## src/rtl/core/tteu_pkg.sv

```systemverilog
`timescale 1ns / 1ps
`default_nettype none

package tteu_pkg;

    // Fraction digits taken after the seconds field
    localparam int MAX_FRACTION_DIGITS = 6;

    // Character codes
    localparam logic [7:0] CHAR_NUL  = 8'h00;
    localparam logic [7:0] CHAR_ZERO = 8'h30;
    localparam logic [7:0] CHAR_NINE = 8'h39;

    // Result and multiply-add unit widths
    localparam int TS_W      = 59;
    localparam int MAC_A_W   = 25;
    localparam int MAC_B_W   = 20;
    localparam int MAC_R_W   = 64;
    localparam int MAC_SHIFT = 20;

    // Parsed fields of one text item
    typedef struct packed {
        logic        is_null;
        logic        date_ok;
        logic        time_ok;
        logic [13:0] year;
        logic [6:0]  month;
        logic [6:0]  day;
        logic [6:0]  hour;
        logic [6:0]  minute;
        logic [6:0]  second;
        logic [19:0] micro;
        logic [2:0]  frac;
    } t_fields;

    // One finished result item
    typedef struct packed {
        logic            is_null;
        logic [TS_W-1:0] ts;
        logic            date_ok;
        logic            time_ok;
        logic [2:0]      frac;
    } t_result;

    // Weight of each fraction digit in microseconds
    function automatic logic [16:0] frac_weight(input logic [2:0] idx);
        logic [16:0] w;
        case (idx)
            3'd0:    w = 17'd100000;
            3'd1:    w = 17'd10000;
            3'd2:    w = 17'd1000;
            3'd3:    w = 17'd100;
            3'd4:    w = 17'd10;
            3'd5:    w = 17'd1;
            default: w = 17'd0;
        endcase
        return w;
    endfunction

endpackage

`default_nettype wire

```

## src/rtl/core/tteu_parse.sv

```systemverilog
`timescale 1ns / 1ps
`default_nettype none

module tteu_parse
    import tteu_pkg::*;
(
    input  wire logic       i_clk,
    input  wire logic       i_rst_n,
    input  wire logic       i_accept,
    input  wire logic [7:0] i_char,
    input  wire logic       i_last,
    input  wire logic       i_absent,
    input  wire logic       i_with_time,
    output logic            o_done,
    output t_fields         o_fields
);

    localparam logic [4:0] POS_TIME     = 5'd10;
    localparam logic [4:0] POS_FRAC_DOT = 5'd19;
    localparam logic [4:0] POS_FRAC_END = 5'(19 + MAX_FRACTION_DIGITS);
    localparam logic [4:0] POS_LAST     = 5'd31;
    localparam int FL_DATE = 0;
    localparam int FL_TIME = 1;
    localparam int FL_FRAC = 2;

    logic [4:0]  r_pos,    w_pos;
    logic        r_mode,   w_mode;
    logic [13:0] r_year,   w_year;
    logic [6:0]  r_month,  w_month;
    logic [6:0]  r_day,    w_day;
    logic [6:0]  r_hour,   w_hour;
    logic [6:0]  r_minute, w_minute;
    logic [6:0]  r_second, w_second;
    logic [19:0] r_micro,  w_micro;
    logic [2:0]  r_flags,  w_flags;
    logic [2:0]  r_frac,   w_frac;

    logic        w_dig;
    logic        w_sep;
    logic [3:0]  w_d;
    logic [4:0]  w_q;
    logic [2:0]  w_fidx;
    logic        w_want;
    logic [5:0]  w_len;
    logic        w_date_ok;
    logic        w_time_ok;

    // Advance the field accumulators by one character
    always_comb begin
        w_pos    = r_pos;
        w_mode   = r_mode;
        w_year   = r_year;
        w_month  = r_month;
        w_day    = r_day;
        w_hour   = r_hour;
        w_minute = r_minute;
        w_second = r_second;
        w_micro  = r_micro;
        w_flags  = r_flags;
        w_frac   = r_frac;
        w_want   = 1'b0;
        w_dig    = (i_char >= CHAR_ZERO) && (i_char <= CHAR_NINE);
        w_sep    = !w_dig && (i_char != CHAR_NUL);
        w_d      = w_dig ? i_char[3:0] : 4'd0;
        w_q      = r_pos - POS_TIME;
        w_fidx   = 3'(r_pos - 5'd20);

        if (r_pos == 5'd0) begin
            w_mode = i_with_time;
        end

        if (r_pos < POS_TIME) begin
            // date: YYYY?MM?DD
            w_want = (r_pos == 5'd4) || (r_pos == 5'd7);
            if (w_want ? !w_sep : !w_dig) begin
                w_flags[FL_DATE] = 1'b0;
            end
            if (w_dig) begin
                if (r_pos < 5'd4) begin
                    w_year = r_year * 14'd10 + 14'(w_d);
                end else if ((r_pos == 5'd5) || (r_pos == 5'd6)) begin
                    w_month = r_month * 7'd10 + 7'(w_d);
                end else if ((r_pos == 5'd8) || (r_pos == 5'd9)) begin
                    w_day = r_day * 7'd10 + 7'(w_d);
                end
            end
        end else if (r_pos < POS_FRAC_DOT) begin
            // time: ?hh?mm?ss
            w_want = (w_q == 5'd0) || (w_q == 5'd3) || (w_q == 5'd6);
            if (w_want ? !w_sep : !w_dig) begin
                w_flags[FL_TIME] = 1'b0;
            end
            if (w_dig) begin
                if ((w_q == 5'd1) || (w_q == 5'd2)) begin
                    w_hour = r_hour * 7'd10 + 7'(w_d);
                end else if ((w_q == 5'd4) || (w_q == 5'd5)) begin
                    w_minute = r_minute * 7'd10 + 7'(w_d);
                end else if ((w_q == 5'd7) || (w_q == 5'd8)) begin
                    w_second = r_second * 7'd10 + 7'(w_d);
                end
            end
        end else if (r_pos == POS_FRAC_DOT) begin
            if (i_char == CHAR_NUL) begin
                w_flags[FL_FRAC] = 1'b0;
            end
        end else if (r_pos <= POS_FRAC_END) begin
            // fraction digits until the first non-digit
            if (r_flags[FL_FRAC] && w_dig) begin
                w_micro = r_micro + 20'(w_d) * 20'(frac_weight(w_fidx));
                w_frac  = r_frac + 3'd1;
            end else begin
                w_flags[FL_FRAC] = 1'b0;
            end
        end

        if (r_pos != POS_LAST) begin
            w_pos = r_pos + 5'd1;
        end

        w_len     = {1'b0, r_pos} + 6'd1;
        w_date_ok = w_flags[FL_DATE] && (w_len >= 6'd10);
        w_time_ok = w_date_ok && w_mode && w_flags[FL_TIME] && (w_len >= 6'd19);
    end

    // Build the item handed to the conversion sequencer
    always_comb begin
        o_done   = i_accept && (i_absent || i_last);
        o_fields = '0;
        if (i_absent) begin
            o_fields.is_null = 1'b1;
        end else begin
            o_fields.date_ok = w_date_ok;
            o_fields.time_ok = w_time_ok;
            o_fields.year    = w_year;
            o_fields.month   = w_month;
            o_fields.day     = w_day;
            if (w_time_ok) begin
                o_fields.hour   = w_hour;
                o_fields.minute = w_minute;
                o_fields.second = w_second;
                o_fields.micro  = w_micro;
                o_fields.frac   = w_frac;
            end
        end
    end

    // Hold, advance or clear the parse state
    always_ff @(posedge i_clk) begin
        if (!i_rst_n || (i_accept && o_done)) begin
            r_pos    <= '0;
            r_mode   <= 1'b0;
            r_year   <= '0;
            r_month  <= '0;
            r_day    <= '0;
            r_hour   <= '0;
            r_minute <= '0;
            r_second <= '0;
            r_micro  <= '0;
            r_flags  <= '1;
            r_frac   <= '0;
        end else if (i_accept) begin
            r_pos    <= w_pos;
            r_mode   <= w_mode;
            r_year   <= w_year;
            r_month  <= w_month;
            r_day    <= w_day;
            r_hour   <= w_hour;
            r_minute <= w_minute;
            r_second <= w_second;
            r_micro  <= w_micro;
            r_flags  <= w_flags;
            r_frac   <= w_frac;
        end
    end

endmodule

`default_nettype wire

```

## src/rtl/core/tteu_mac.sv

```systemverilog
`timescale 1ns / 1ps
`default_nettype none

module tteu_mac
    import tteu_pkg::*;
(
    input  wire logic signed [MAC_A_W-1:0] i_a,
    input  wire logic        [MAC_B_W-1:0] i_b,
    input  wire logic signed [MAC_R_W-1:0] i_c,
    input  wire logic                      i_sh,
    output logic signed      [MAC_R_W-1:0] o_res
);

    localparam int PROD_W = MAC_A_W + MAC_B_W + 1;

    logic signed [PROD_W-1:0]  w_prod;
    logic signed [MAC_R_W-1:0] w_ext;
    logic signed [MAC_R_W-1:0] w_term;

    // Signed by unsigned product, optionally scaled up, plus addend
    always_comb begin
        w_prod = i_a * $signed({1'b0, i_b});
        w_ext  = MAC_R_W'(w_prod);
        w_term = i_sh ? (w_ext <<< MAC_SHIFT) : w_ext;
        o_res  = i_c + w_term;
    end

endmodule

`default_nettype wire

```

## src/rtl/core/tteu_seq.sv

```systemverilog
`timescale 1ns / 1ps
`default_nettype none

module tteu_seq
    import tteu_pkg::*;
(
    input  wire logic    i_clk,
    input  wire logic    i_rst_n,
    input  wire logic    i_start,
    input  wire t_fields i_fields,
    input  wire logic    i_out_free,
    output logic         o_idle,
    output logic         o_load,
    output t_result      o_result
);

    localparam logic [3:0] ST_IDLE  = 4'd0;
    localparam logic [3:0] ST_ERA   = 4'd1;
    localparam logic [3:0] ST_YOE   = 4'd2;
    localparam logic [3:0] ST_DOY_T = 4'd3;
    localparam logic [3:0] ST_DOY   = 4'd4;
    localparam logic [3:0] ST_C100  = 4'd5;
    localparam logic [3:0] ST_Y365  = 4'd6;
    localparam logic [3:0] ST_ERA_D = 4'd7;
    localparam logic [3:0] ST_DAYS  = 4'd8;
    localparam logic [3:0] ST_HOUR  = 4'd9;
    localparam logic [3:0] ST_MIN   = 4'd10;
    localparam logic [3:0] ST_XLO   = 4'd11;
    localparam logic [3:0] ST_XHI   = 4'd12;
    localparam logic [3:0] ST_OUT   = 4'd13;

    // Reciprocals: y/400 = (y*5243)>>21, t/5 = (t*52429)>>18, yoe/100 = (yoe*41)>>12
    localparam logic [MAC_B_W-1:0] B_RECIP_400 = 20'd5243;
    localparam logic [MAC_B_W-1:0] B_RECIP_5   = 20'd52429;
    localparam logic [MAC_B_W-1:0] B_RECIP_100 = 20'd41;
    localparam logic [MAC_B_W-1:0] B_400       = 20'd400;
    localparam logic [MAC_B_W-1:0] B_153       = 20'd153;
    localparam logic [MAC_B_W-1:0] B_365       = 20'd365;
    localparam logic [MAC_B_W-1:0] B_ERA_DAYS  = 20'd146097;
    localparam logic [MAC_B_W-1:0] B_DAY_SEC   = 20'd86400;
    localparam logic [MAC_B_W-1:0] B_HOUR_SEC  = 20'd3600;
    localparam logic [MAC_B_W-1:0] B_MIN_SEC   = 20'd60;
    localparam logic [MAC_B_W-1:0] B_SEC_US    = 20'd1000000;
    localparam logic [MAC_R_W-1:0] DAY_OFFSET  = 64'd719469;

    logic [3:0]                r_state, n_state;
    t_fields                   r_f;
    logic signed [14:0]        r_y;
    logic signed [5:0]         r_era;
    logic [8:0]                r_yoe;
    logic [14:0]               r_t;
    logic signed [18:0]        r_xhi;
    logic signed [MAC_R_W-1:0] r_sum;

    logic signed [MAC_A_W-1:0] w_a;
    logic [MAC_B_W-1:0]        w_b;
    logic signed [MAC_R_W-1:0] w_c;
    logic                      w_sh;
    logic signed [MAC_R_W-1:0] w_res;
    logic signed [5:0]         w_neg_era;
    logic [6:0]                w_mp;
    logic                      w_skip;

    tteu_mac u_mac (
        .i_a   (w_a),
        .i_b   (w_b),
        .i_c   (w_c),
        .i_sh  (w_sh),
        .o_res (w_res)
    );

    // Select the operands of the shared multiply-add for each step
    always_comb begin
        w_neg_era = -r_era;
        w_mp      = (r_f.month > 7'd2) ? (r_f.month - 7'd3) : (r_f.month + 7'd9);
        w_a       = '0;
        w_b       = '0;
        w_c       = '0;
        w_sh      = 1'b0;
        case (r_state)
            ST_ERA: begin
                w_a = MAC_A_W'(r_y);
                w_b = B_RECIP_400;
            end
            ST_YOE: begin
                w_a = MAC_A_W'(w_neg_era);
                w_b = B_400;
                w_c = MAC_R_W'(r_y);
            end
            ST_DOY_T: begin
                w_a = $signed(MAC_A_W'(w_mp));
                w_b = B_153;
                w_c = 64'sd2;
            end
            ST_DOY: begin
                w_a = $signed(MAC_A_W'(r_t));
                w_b = B_RECIP_5;
            end
            ST_C100: begin
                w_a = $signed(MAC_A_W'(r_yoe));
                w_b = B_RECIP_100;
            end
            ST_Y365: begin
                w_a = $signed(MAC_A_W'(r_yoe));
                w_b = B_365;
                w_c = r_sum;
            end
            ST_ERA_D: begin
                w_a = MAC_A_W'(r_era);
                w_b = B_ERA_DAYS;
                w_c = r_sum;
            end
            ST_DAYS: begin
                w_a = r_sum[MAC_A_W-1:0];
                w_b = B_DAY_SEC;
                w_c = $signed(MAC_R_W'(r_f.second));
            end
            ST_HOUR: begin
                w_a = $signed(MAC_A_W'(r_f.hour));
                w_b = B_HOUR_SEC;
                w_c = r_sum;
            end
            ST_MIN: begin
                w_a = $signed(MAC_A_W'(r_f.minute));
                w_b = B_MIN_SEC;
                w_c = r_sum;
            end
            ST_XLO: begin
                w_a = $signed(MAC_A_W'(r_sum[MAC_SHIFT-1:0]));
                w_b = B_SEC_US;
                w_c = $signed(MAC_R_W'(r_f.micro));
            end
            ST_XHI: begin
                w_a  = MAC_A_W'(r_xhi);
                w_b  = B_SEC_US;
                w_c  = r_sum;
                w_sh = 1'b1;
            end
            default: begin
                w_a = '0;
            end
        endcase
    end

    // Step through the conversion
    always_comb begin
        w_skip  = i_fields.is_null || !i_fields.date_ok;
        n_state = r_state;
        case (r_state)
            ST_IDLE:  if (i_start) n_state = w_skip ? ST_OUT : ST_ERA;
            ST_ERA:   n_state = ST_YOE;
            ST_YOE:   n_state = ST_DOY_T;
            ST_DOY_T: n_state = ST_DOY;
            ST_DOY:   n_state = ST_C100;
            ST_C100:  n_state = ST_Y365;
            ST_Y365:  n_state = ST_ERA_D;
            ST_ERA_D: n_state = ST_DAYS;
            ST_DAYS:  n_state = ST_HOUR;
            ST_HOUR:  n_state = ST_MIN;
            ST_MIN:   n_state = ST_XLO;
            ST_XLO:   n_state = ST_XHI;
            ST_XHI:   n_state = ST_OUT;
            ST_OUT:   if (i_out_free) n_state = ST_IDLE;
            default:  n_state = ST_IDLE;
        endcase
    end

    always_ff @(posedge i_clk) begin
        if (!i_rst_n) begin
            r_state <= ST_IDLE;
        end else begin
            r_state <= n_state;
        end
    end

    // Capture step results
    always_ff @(posedge i_clk) begin
        case (r_state)
            ST_IDLE: begin
                if (i_start) begin
                    r_f   <= i_fields;
                    r_y   <= $signed({1'b0, i_fields.year}) -
                             ((i_fields.month <= 7'd2) ? 15'sd1 : 15'sd0);
                    r_sum <= '0;
                end
            end
            ST_ERA:   r_era <= r_y[14] ? -6'sd1 : $signed({1'b0, w_res[25:21]});
            ST_YOE:   r_yoe <= w_res[8:0];
            ST_DOY_T: r_t   <= w_res[14:0];
            ST_DOY: begin
                r_sum <= $signed(MAC_R_W'(w_res[29:18]) + MAC_R_W'(r_f.day) +
                                 MAC_R_W'(r_yoe[8:2]) - DAY_OFFSET);
            end
            ST_C100:  r_sum <= r_sum - $signed(MAC_R_W'(w_res[13:12]));
            ST_Y365, ST_ERA_D, ST_DAYS, ST_HOUR, ST_MIN, ST_XHI: r_sum <= w_res;
            ST_XLO: begin
                r_xhi <= r_sum[38:20];
                r_sum <= w_res;
            end
            default: begin
                r_sum <= r_sum;
            end
        endcase
    end

    // Drive the finished item
    always_comb begin
        o_idle           = (r_state == ST_IDLE);
        o_load           = (r_state == ST_OUT) && i_out_free;
        o_result.is_null = r_f.is_null;
        o_result.ts      = r_sum[TS_W-1:0];
        o_result.date_ok = r_f.date_ok;
        o_result.time_ok = r_f.time_ok;
        o_result.frac    = r_f.frac;
    end

endmodule

`default_nettype wire

```

## src/rtl/core/timestamp_text_to_epoch_us.sv

```systemverilog
`timescale 1ns / 1ps
`default_nettype none

// Parses a date or date-time text field (YYYY?MM?DD, optionally ?hh?mm?ss and a
// fraction of up to six digits) arriving one character per item and returns signed
// microseconds since 1970-01-01. Characters are taken one per cycle while the
// sequencer is idle. After the item with tlast (or a null marker in tuser) the block
// drops tready while a small sequencer runs days-from-civil and the scaling to
// microseconds through one shared 25x20-bit multiply-add unit, one step per cycle;
// a null field or an invalid date skips these steps. The result sits in an output
// register, so the next field can start while it waits; tready stays low at the
// end of a second field until the first is taken.
module timestamp_text_to_epoch_us
    import tteu_pkg::*;
(
    input  wire logic        i_clk,
    input  wire logic        i_rst_n,
    // slave side
    input  wire logic        i_s_axis_tvalid,
    output logic             o_s_axis_tready,
    input  wire logic [7:0]  i_s_axis_tdata,   // [7:0] char_code
    input  wire logic        i_s_axis_tlast,   // last_char
    input  wire logic [1:0]  i_s_axis_tuser,   // [0] field_absent, [1] with_time
    // master side
    output logic             o_m_axis_tvalid,
    input  wire logic        i_m_axis_tready,
    output logic [63:0]      o_m_axis_tdata,   // [58:0] timestamp_us, [59] date_ok,
                                               // [60] time_ok, [63:61] fraction_digits
    output logic [0:0]       o_m_axis_tuser    // [0] is_null
);

    logic    w_in_acc;
    logic    w_done;
    t_fields w_fields;
    logic    w_idle;
    logic    w_load;
    logic    w_out_free;
    t_result w_result;

    logic        r_m_valid;
    logic [63:0] r_m_data;
    logic [0:0]  r_m_user;

    assign o_s_axis_tready = w_idle;
    assign w_in_acc        = i_s_axis_tvalid && w_idle;
    assign w_out_free      = !r_m_valid || i_m_axis_tready;

    tteu_parse u_parse (
        .i_clk       (i_clk),
        .i_rst_n     (i_rst_n),
        .i_accept    (w_in_acc),
        .i_char      (i_s_axis_tdata),
        .i_last      (i_s_axis_tlast),
        .i_absent    (i_s_axis_tuser[0]),
        .i_with_time (i_s_axis_tuser[1]),
        .o_done      (w_done),
        .o_fields    (w_fields)
    );

    tteu_seq u_seq (
        .i_clk      (i_clk),
        .i_rst_n    (i_rst_n),
        .i_start    (w_done),
        .i_fields   (w_fields),
        .i_out_free (w_out_free),
        .o_idle     (w_idle),
        .o_load     (w_load),
        .o_result   (w_result)
    );

    // Hold the result item until the master side takes it
    always_ff @(posedge i_clk) begin
        if (!i_rst_n) begin
            r_m_valid <= 1'b0;
        end else if (w_load) begin
            r_m_valid <= 1'b1;
        end else if (i_m_axis_tready) begin
            r_m_valid <= 1'b0;
        end
    end

    always_ff @(posedge i_clk) begin
        if (w_load) begin
            r_m_data <= {w_result.frac, w_result.time_ok, w_result.date_ok, w_result.ts};
            r_m_user <= w_result.is_null;
        end
    end

    assign o_m_axis_tvalid = r_m_valid;
    assign o_m_axis_tdata  = r_m_data;
    assign o_m_axis_tuser  = r_m_user;

    // A closing item starts the conversion, so the input side stalls next cycle
    a_stall_after_end: assert property (@(posedge i_clk) disable iff (!i_rst_n)
        (w_in_acc && (i_s_axis_tlast || i_s_axis_tuser[0])) |=> !o_s_axis_tready)
        else $error("input still ready after closing item");

    // A null result carries nothing else
    a_null_empty: assert property (@(posedge i_clk) disable iff (!i_rst_n)
        (o_m_axis_tvalid && o_m_axis_tuser[0]) |-> (o_m_axis_tdata == 64'd0))
        else $error("null result with payload");

    // Time is only added on top of a valid date
    a_time_needs_date: assert property (@(posedge i_clk) disable iff (!i_rst_n)
        (o_m_axis_tvalid && o_m_axis_tdata[60]) |-> o_m_axis_tdata[59])
        else $error("time_ok without date_ok");

    // An invalid date gives a zero timestamp and no fraction digits
    a_bad_date_zero: assert property (@(posedge i_clk) disable iff (!i_rst_n)
        (o_m_axis_tvalid && !o_m_axis_tdata[59]) |->
            ((o_m_axis_tdata[58:0] == 59'd0) && (o_m_axis_tdata[63:61] == 3'd0)))
        else $error("invalid date with nonzero timestamp");

endmodule

`default_nettype wire
```

## config.mk

```make
export PLATFORM = sky130hd
export DESIGN_NAME = timestamp_text_to_epoch_us
export DESIGN_NICKNAME = d
export VERILOG_FILES = /design/src/rtl/core/tteu_pkg.sv /design/src/rtl/core/tteu_parse.sv /design/src/rtl/core/tteu_mac.sv /design/src/rtl/core/tteu_seq.sv /design/src/rtl/core/timestamp_text_to_epoch_us.sv
export SDC_FILE = /design/constraint.sdc
export NUM_CORES = 2
export LEC_CHECK = 0
export BUFFER_PORTS_ARGS = -buffer_cell sky130_fd_sc_hd__buf_4
export CORE_MARGIN = 10
export CORE_UTILIZATION = 25
export CTS_CLUSTER_DIAMETER = 150
export DETAILED_ROUTE_END_ITERATION = 10
export PLACE_DENSITY = 0.49
export SLEW_MARGIN = 30
export SYNTH_ARGS = -nofsm -noshare
export SYNTH_HDL_FRONTEND = slang
export SYNTH_SLANG_ARGS = --single-unit
```

## constraint.sdc

```tcl
create_clock -name i_clk -period 25.4 [get_ports i_clk]
set_clock_uncertainty 0.05 [all_clocks]
set_input_delay 7.62 -clock i_clk [delete_from_list [all_inputs] [get_ports i_clk]]
set_output_delay 7.62 -clock i_clk [all_outputs]
set_load 0.05 [all_outputs]
```

* After elaboration in Yosys (flattened, before gate mapping)
Cells that the tools add are included.
Storage, ports and cells: register bits 340, input port bits 15, output and inout port bits 67, word-level logic and storage cells 235
Operators by class: bitwise gates (word level) 3, $add $sub $neg 21, mux-type cells 75, equal/unequal tests 38, multipliers 8, magnitude comparators 10, reduce and logical (&&, ||, !) cells 47
Operators with widths (number):
- 64-bit case mux with 5 select lines | 1
- 25-bit case mux with 11 select lines | 1
- 64-bit case mux with 4 select lines | 1
- 20-bit case mux with 11 select lines | 1
- 7-bit two-way mux | 25
- 64-bit two-way mux | 2
- 17-bit case mux with 6 select lines | 1
- 20-bit two-way mux | 5
- 17-bit two-way mux | 5
- 74-bit two-way mux | 1
- 64-bit adder | 1
- 64-bit by 7-bit adder with 64-bit output | 1
- 64-bit by 20-bit subtractor with 64-bit output (second input constant) | 1
- 64-bit by 3-bit subtractor with 64-bit output | 1
- 4-bit case mux with 14 select lines | 1
- 25-bit by 21-bit multiplier with 46-bit output | 1
- 44-bit two-way mux | 1
- 14-bit two-way mux | 3
- 5-bit by 3-bit == test with 1-bit output (second input constant) | 8
- 7-bit by 4-bit adder with 7-bit output | 5
- 7-bit by 3-bit multiplier with 6-bit output (second input constant) | 5
- 4-bit == test (second input constant) | 6
- 20-bit adder | 1
- 4-bit by 17-bit multiplier with 20-bit output | 1
- other kinds (55) | 123

* Logic depth before layout (Yosys ltp)
word-level depth 22, mapped depth 62

* Hierarchy
Synthesis repeated with hierarchy kept, for this count alone.
Unflattened totals: cell total of the unflattened synthesis 5045, area, all modules 45595.0 um^2
By module, submodules not included:
- tteu_mac | instances 1, cells each 2724, area each 23005.8 um^2, seq. area each 0.0 um^2
- tteu_seq | instances 1, cells each 1104, area each 11608.6 um^2, seq. area each 5755.5 um^2
- tteu_parse | instances 1, cells each 1147, area each 8973.6 um^2, seq. area each 1621.6 um^2
- timestamp_text_to_epoch_us | instances 1, cells each 70, area each 2006.9 um^2, seq. area each 1971.9 um^2

* Worst setup path after synthesis
No wires, ideal clock.
path type register to register, start point register u_seq.r_f[51] (netlist name), end point register u_seq.r_sum[10] (data pin), arrival time 12.590 ns, setup slack 12.502 ns, stages on the path, launching flop included 56, clock period less this slack 12.898 ns, library setup time 0.259 ns, buffers on the path 1, cells stage by stage edfxtp_1 > inv_1 > ha_1 > nor2b_1 > nor3_1 > nand2_1 > ha_1 > a211o_1 > a21o_1 > a21oi_1 > xor2_1 > o2111a_1 > clkbuf_1 > nor2_1 > fa_1 > fa_1 > inv_1 > fa_1 > (+20 left out) > o221ai_1 > xnor2_1 > inv_1 > ha_1 > a21o_1 > a21o_1 > a21oi_1 > nor2b_1 > o41ai_1 > xnor2_1 > inv_1 > ha_1 > nand2_1 > o21ai_0 > nand4_1 > o221ai_1 > nor3_1 > a211o_1
Between the ends: longest elaborated chain between the ends 10, elaborated cells on any way between the ends 13, classes of those cells 7 x add/sub; 1 x mul; 1 x order compare; 4 x mux
Ends and longest elaborated chain:
- from (decl) | line tteu_seq.sv:47 | t_fields r_f;
- from (signal assigned) | line tteu_seq.sv:181 | r_f <= i_fields;
- 7-bit by 4-bit adder with 7-bit output, or another cell as far along | line tteu_seq.sv:75 | w_mp = (r_f.month > 7'd2) ? (r_f.month - 7'd3) : (r_f.month + 7'd9);
- 7-bit two-way mux * | line tteu_seq.sv:75
- 25-bit case mux with 11 select lines * | line tteu_seq.sv:80 | case (r_state)
- 25-bit by 21-bit multiplier with 46-bit output * | line tteu_mac.sv:22 | w_prod = i_a * $signed({1'b0, i_b});
- 64-bit two-way mux * | line tteu_mac.sv:24 | w_term = i_sh ? (w_ext <<< MAC_SHIFT) : w_ext;
- 64-bit adder * | line tteu_mac.sv:25 | o_res = i_c + w_term;
- 12-bit by 7-bit adder with 13-bit output | line tteu_seq.sv:191 | r_sum <= $signed(MAC_R_W'(w_res[29:18]) + MAC_R_W'(r_f.day) +
- 64-bit by 7-bit adder with 64-bit output | line tteu_seq.sv:191
- 64-bit by 20-bit subtractor with 64-bit output | line tteu_seq.sv:192 | MAC_R_W'(r_yoe[8:2]) - DAY_OFFSET);
- 64-bit case mux with 4 select lines * | line tteu_seq.sv:178 | case (r_state)
- to (signal assigned) | line tteu_seq.sv:191
- to (signal assigned) | line tteu_seq.sv:194 | ST_C100: r_sum <= r_sum - $signed(MAC_R_W'(w_res[13:12]));
- to (signal assigned) | line tteu_seq.sv:195 | ST_Y365, ST_ERA_D, ST_DAYS, ST_HOUR, ST_MIN, ST_XHI: r_sum <= w_res;
- to (decl) | line tteu_seq.sv:53 | logic signed [MAC_R_W-1:0] r_sum;
Every way passes the cells marked *; elsewhere a longest branch is shown, timed or not. A chain may end at the register's enable or synchronous reset.

* Final worst setup path
start point register u_seq.r_state[0], end point register u_seq.r_sum[10] (data pin)
Between the ends: longest elaborated chain between the ends 10, elaborated cells on any way between the ends 29, classes of those cells 5 x add/sub; 1 x mul; 12 x eq/ne; 6 x mux; 5 x reduce/logical
Ends and longest elaborated chain:
- from (decl) | line tteu_seq.sv:46 | logic [3:0] r_state, n_state;
- from (signal assigned) | line tteu_seq.sv:172 | r_state <= n_state;
- 4-bit by 3-bit == test with 1-bit output or 4-bit == test (tied branches) | line tteu_seq.sv:80
- 2-bit OR reduction (no source line)
- 25-bit case mux with 11 select lines or 20-bit case mux with 11 select lines (tied branches) | line tteu_seq.sv:80
- 25-bit by 21-bit multiplier with 46-bit output | line tteu_mac.sv:22
- 64-bit two-way mux | line tteu_mac.sv:24
- 64-bit adder * | line tteu_mac.sv:25
- via u_seq.u_mac.o_res[22] | line tteu_mac.sv:11 | output logic signed [MAC_R_W-1:0] o_res
- 12-bit by 7-bit adder with 13-bit output * | line tteu_seq.sv:191
- 64-bit by 7-bit adder with 64-bit output * | line tteu_seq.sv:191
- 64-bit by 20-bit subtractor with 64-bit output * | line tteu_seq.sv:192
- 64-bit case mux with 4 select lines * | line tteu_seq.sv:178
The timed path passes the listed nets; every way through them passes the cells marked *.

==> results <==
- On the critical path, the stage with the largest delay is an instance of dfxtp_1.
- The sequential area share after synthesis is a little over a fifth.
- The total via count in the routed design is 34.0k.
- After global routing the overflow that remains totals 0.
- The most common cell after layout, fill and taps aside is inv_1.
- Gates resized during post-CTS repair numbered 0.
- The DRC violation count after routing is 0.
- The netlist area before placement is 43000 um^2.
- The first global-routing pass estimated 227000 um of wire.
- The initialized floorplan defines about 150 standard-cell rows.
- The number of fill cells is between 15k and 20k.
- Headroom to the max-slew limit came out at 32.6%.
- Synthesis produced roughly 4.8k cells.
- At the pin with the least slew margin, the transition time is 1.01 ns.
- In the layout the commonest cells are inv_1 (871), fa_1 (559), nand2_1 (508).
- The die outline height is 435 um.
- In the detailed route, the total length drawn on met2 is slightly above 70000 um.
- Buffers placed on the I/O ports in this run total slightly above 80.
- The source of the worst hold timing path is u_seq.o_result[4]$_DFFE_PP_.
- The pre-antenna-repair detailed-routing pass consisted of 8 iterations.
- Once the clock tree was built, the setup fixing pass inserted 0 buffers.
- Pin placement for this block handled 82 I/O pins.
- The count of antenna-violating nets left after detailed routing is 0.
- The total of flip-flops plus latches after synthesis is ~340.
- The routed design has 148000 um of wire.
- Setup slack on the worst reg-to-reg path comes out at 10.20 ns.
- Measured in cells, the most critical reg-to-reg path has a length of 49.
- The final critical delay including setup and external delays is 15.20 ns.
- The startpoint type of the worst setup path is a register.
- Of the available clock period, the critical path in the final layout requires 59.8%.
- Data arrives at the worst endpoint at 15.50 ns.
- The buffer type at the clock tree root is clkbuf_16.
- The number of clock sinks is 335.
- The number of pins with negative max-slew slack in the final report came to 0.
- The worst-case clock buffer depth is 3.
- The die is 435 um wide.
- The post-detailed-placement half-perimeter wirelength is 119000 um.
- The most used flip-flop cell after synthesis is edfxtp_1.
- Routed signal wires occupy layers up through met5.
- The endpoint identified for the worst register-to-register timing path is u_seq.r_sum[10]$_DFFE_PP_.
- The clock network latency to the later pin of the worst-skew pair is 0.61 ns.
- In the final routed layout, each cell accounts on average for between 20 and 25 um.
- The per-cell via count in the routed design is 4.76.
- The number of maximum-capacitance constraint violations is 0.
- The flow ran to the end, and the final reports show no timing, DRC or antenna violations.
- The congestion estimate from routability-driven global placement came to 0.905.
- In this run the worst path has a maximum fanout of 34.
- Of all flip-flops after synthesis, the portion carrying an async set or reset was 0%.
- Global routing consumed, over all layers together, 15.5% of the routing resources.
- Dividing the synthesized area by the synthesized cell count gives about 9.0 um^2.
- The area of the core is roughly 170000 um^2.
- The fraction of layout cells with a size suffix above 1 is 5.49%.
- The via count of the first global-routing pass was 35.6k.
- The endpoint class of the critical path is a register.
- After routing, the total negative slack on setup checks comes to 0 ns.
- Setup violations remaining at the end of the flow were counted as 0.
- The number of nets in the final layout is 5686.
- The Yosys step of the flow raised 0 warnings.
- Counting the buffers created by CTS gives 39.
- The type of the worst setup path is reg -> reg.
- The hold violation total from the final report came to 0.
- The TritonCTS clock tree is built.
- For this block, wires on met1 add up to 64200 um.
- The worst hold path was traced through 0 stages.
- Setup repair after global routing left no endpoint under its margin.
- For this run, the top clock speed supported by timing is 65.8 MHz.
- The most repeated library cell on the critical path is inv_1.
- In this run the worst hold path is classified as reg -> reg.
- In this run, post-CTS hold repair placed 0 buffers.
- The sink of the worst hold path is o_m_axis_tdata[59]$_DFFE_PP_.
- The number of enable flip-flop cells after synthesis is 249.
- The effective utilization at floorplan is 25.1%.
- The floorplan step defined a die boundary enclosing 189000 um^2.
- The number of H-tree levels is 2.
- Entering global routing, the biggest net connects 76 pins.
- The worst register-to-register path begins at u_seq.r_state[0]$_SDFFE_PN0P_.
- The number of antenna violations at the first check in global routing came to 3.
- The met3 wirelength from detailed routing is 7790 um.
- The number of DRC violations after detailed-routing iteration 0 is roughly 2.7k.
- The area growth from synthesis to layout is 11.0%.
- The number of distinct standard cells referenced by the synthesized netlist is 94.
- Clock-pin slew was measured on the worst setup and hold paths at 0.07 ns.
- The largest single stage delay on the critical path is about 0.94 ns.
- The required time at the worst-slack endpoint is 25.70 ns.
==> registers in the layout, indices dropped and copies added, names as in the netlist, 7 cells and up <==
name,count
o_m_axis_tdata,64
u_seq.r_sum,59
u_seq.r_f,55
u_parse.r_micro,20
u_seq.r_xhi,19
u_seq.r_t,15
u_seq.r_y,15
u_parse.r_year,14
u_seq.r_yoe,9
u_parse.r_day,7
u_parse.r_hour,7
u_parse.r_minute,7
u_parse.r_month,7
u_parse.r_second,7
==> layout make-up <==
cell class              instances  area, um^2  area share (%)
clock buffers                  47        1020            2.13
flip-flops and latches        335        9200            19.3
repair buffers                141        1060            2.22
multi-input cells            3401       30000            62.9
inverters                     876        3290            6.89
diodes                          6        15.0          0.0314
well taps                    2310        2890            6.05
clock inverters                24         260           0.545
==> metal layers <==
metal / vias to the layer above / track usage [%]
li1: 15700 / -
met1: 17200 / 20.4
met2: 966 / 26.1
met3: 213 / 1.78
met4: 2 / 5.31
met5: - / 0
==> synth_stat cells, types with 14 or more instances <==
| cell | number | area share (%) |
|---|---|---|
| o21bai_1 | 16 | 0.28 |
| nand3_1 | 51 | 0.59 |
| edfxtp_1 | 249 | 17 |
| buf_1 | 17 | 0.15 |
| fa_1 | 559 | 26 |
| nor2_1 | 366 | 3.2 |
| a21oi_1 | 263 | 3.1 |
| a22oi_1 | 18 | 0.31 |
| o221ai_1 | 32 | 0.65 |
| a21o_1 | 129 | 2.3 |
| dfxtp_1 | 86 | 4.0 |
| nor4_1 | 15 | 0.22 |
| a211oi_1 | 43 | 0.75 |
| a22o_1 | 17 | 0.35 |
| mux2i_1 | 57 | 1.3 |
| o21ai_0 | 155 | 1.8 |
| xor2_1 | 91 | 1.9 |
| or2_2 | 17 | 0.25 |
| nand4_1 | 26 | 0.38 |
| and2_1 | 57 | 0.83 |
| o21a_1 | 20 | 0.35 |
| nor3b_1 | 17 | 0.30 |
| and3_1 | 29 | 0.42 |
| xnor2_1 | 165 | 3.4 |
| a222oi_1 | 14 | 0.33 |
| a221o_1 | 19 | 0.44 |
| inv_1 | 872 | 7.6 |
| a31oi_1 | 22 | 0.32 |
| nand2b_1 | 46 | 0.67 |
| nand2_1 | 510 | 4.5 |
| nor2b_1 | 42 | 0.61 |
| or3_1 | 18 | 0.26 |
| ha_1 | 318 | 9.3 |
| nor3_1 | 68 | 0.79 |
| clkbuf_1 | 172 | 1.5 |
==> kinds of logic after synthesis <==
group | synth area share (%)
mux | 1.40
simple gates | 14.0
buf+inv | 9.33
fa+ha+maj | 35.3
other cells | 0.0175
compound gates | 13.3
flops | 21.4
xor+xnor | 5.32
==> worst max path at each step <==
stage / from / end
floorplan: u_seq.r_f[51]$_DFFE_PP_ / u_seq.r_sum[10]$_DFFE_PP_
global placement: u_seq.r_state[2]$_SDFFE_PN0P_ / u_seq.r_sum[11]$_DFFE_PP_
detailed placement: u_seq.r_state[1]$_SDFFE_PN0P_ / u_seq.r_sum[11]$_DFFE_PP_
CTS: u_seq.r_state[2]$_SDFFE_PN0P_ / u_seq.r_sum[11]$_DFFE_PP_
global route: u_seq.r_state[2]$_SDFFE_PN0P_ / u_seq.r_sum[11]$_DFFE_PP_
finish: u_seq.r_state[0]$_SDFFE_PN0P_ / u_seq.r_sum[10]$_DFFE_PP_
==> stage by stage <==
stage | worst slack [ns] | cells | hold slack, ns | instance area, um^2 | utilization [%]
global route | 9.38 | 7135 | 0.372 | 47700 | 27.9
detailed placement | 10.50 | 7063 | 0.358 | 46500 | 27.1
finish | 10.20 | 7140 | 0.370 | 47800 | 27.9
CTS | 10.38 | 7134 | 0.373 | 47700 | 27.9
global placement | 10.21 | 7063 | 0.359 | 46400 | 27.1
floorplan | 12.50 | 4803 | 0.350 | 43100 | -
==> critical path: cells and delay by family (launching register included) <==
family | cells | cell delay, ns
adders and majority gates | 11 | 5.08
AOI/OAI and AO/OA | 15 | 4.24
and+or+nand+nor | 10 | 2.08
xor gates and xnor gates | 3 | 1.26
buffers and inverters | 10 | 1.23
DFF | 1 | 0.94
Power is left out: the tool's default activity adds up to more than one toggle a clock period on the data nets, which glitch-free logic cannot reach.
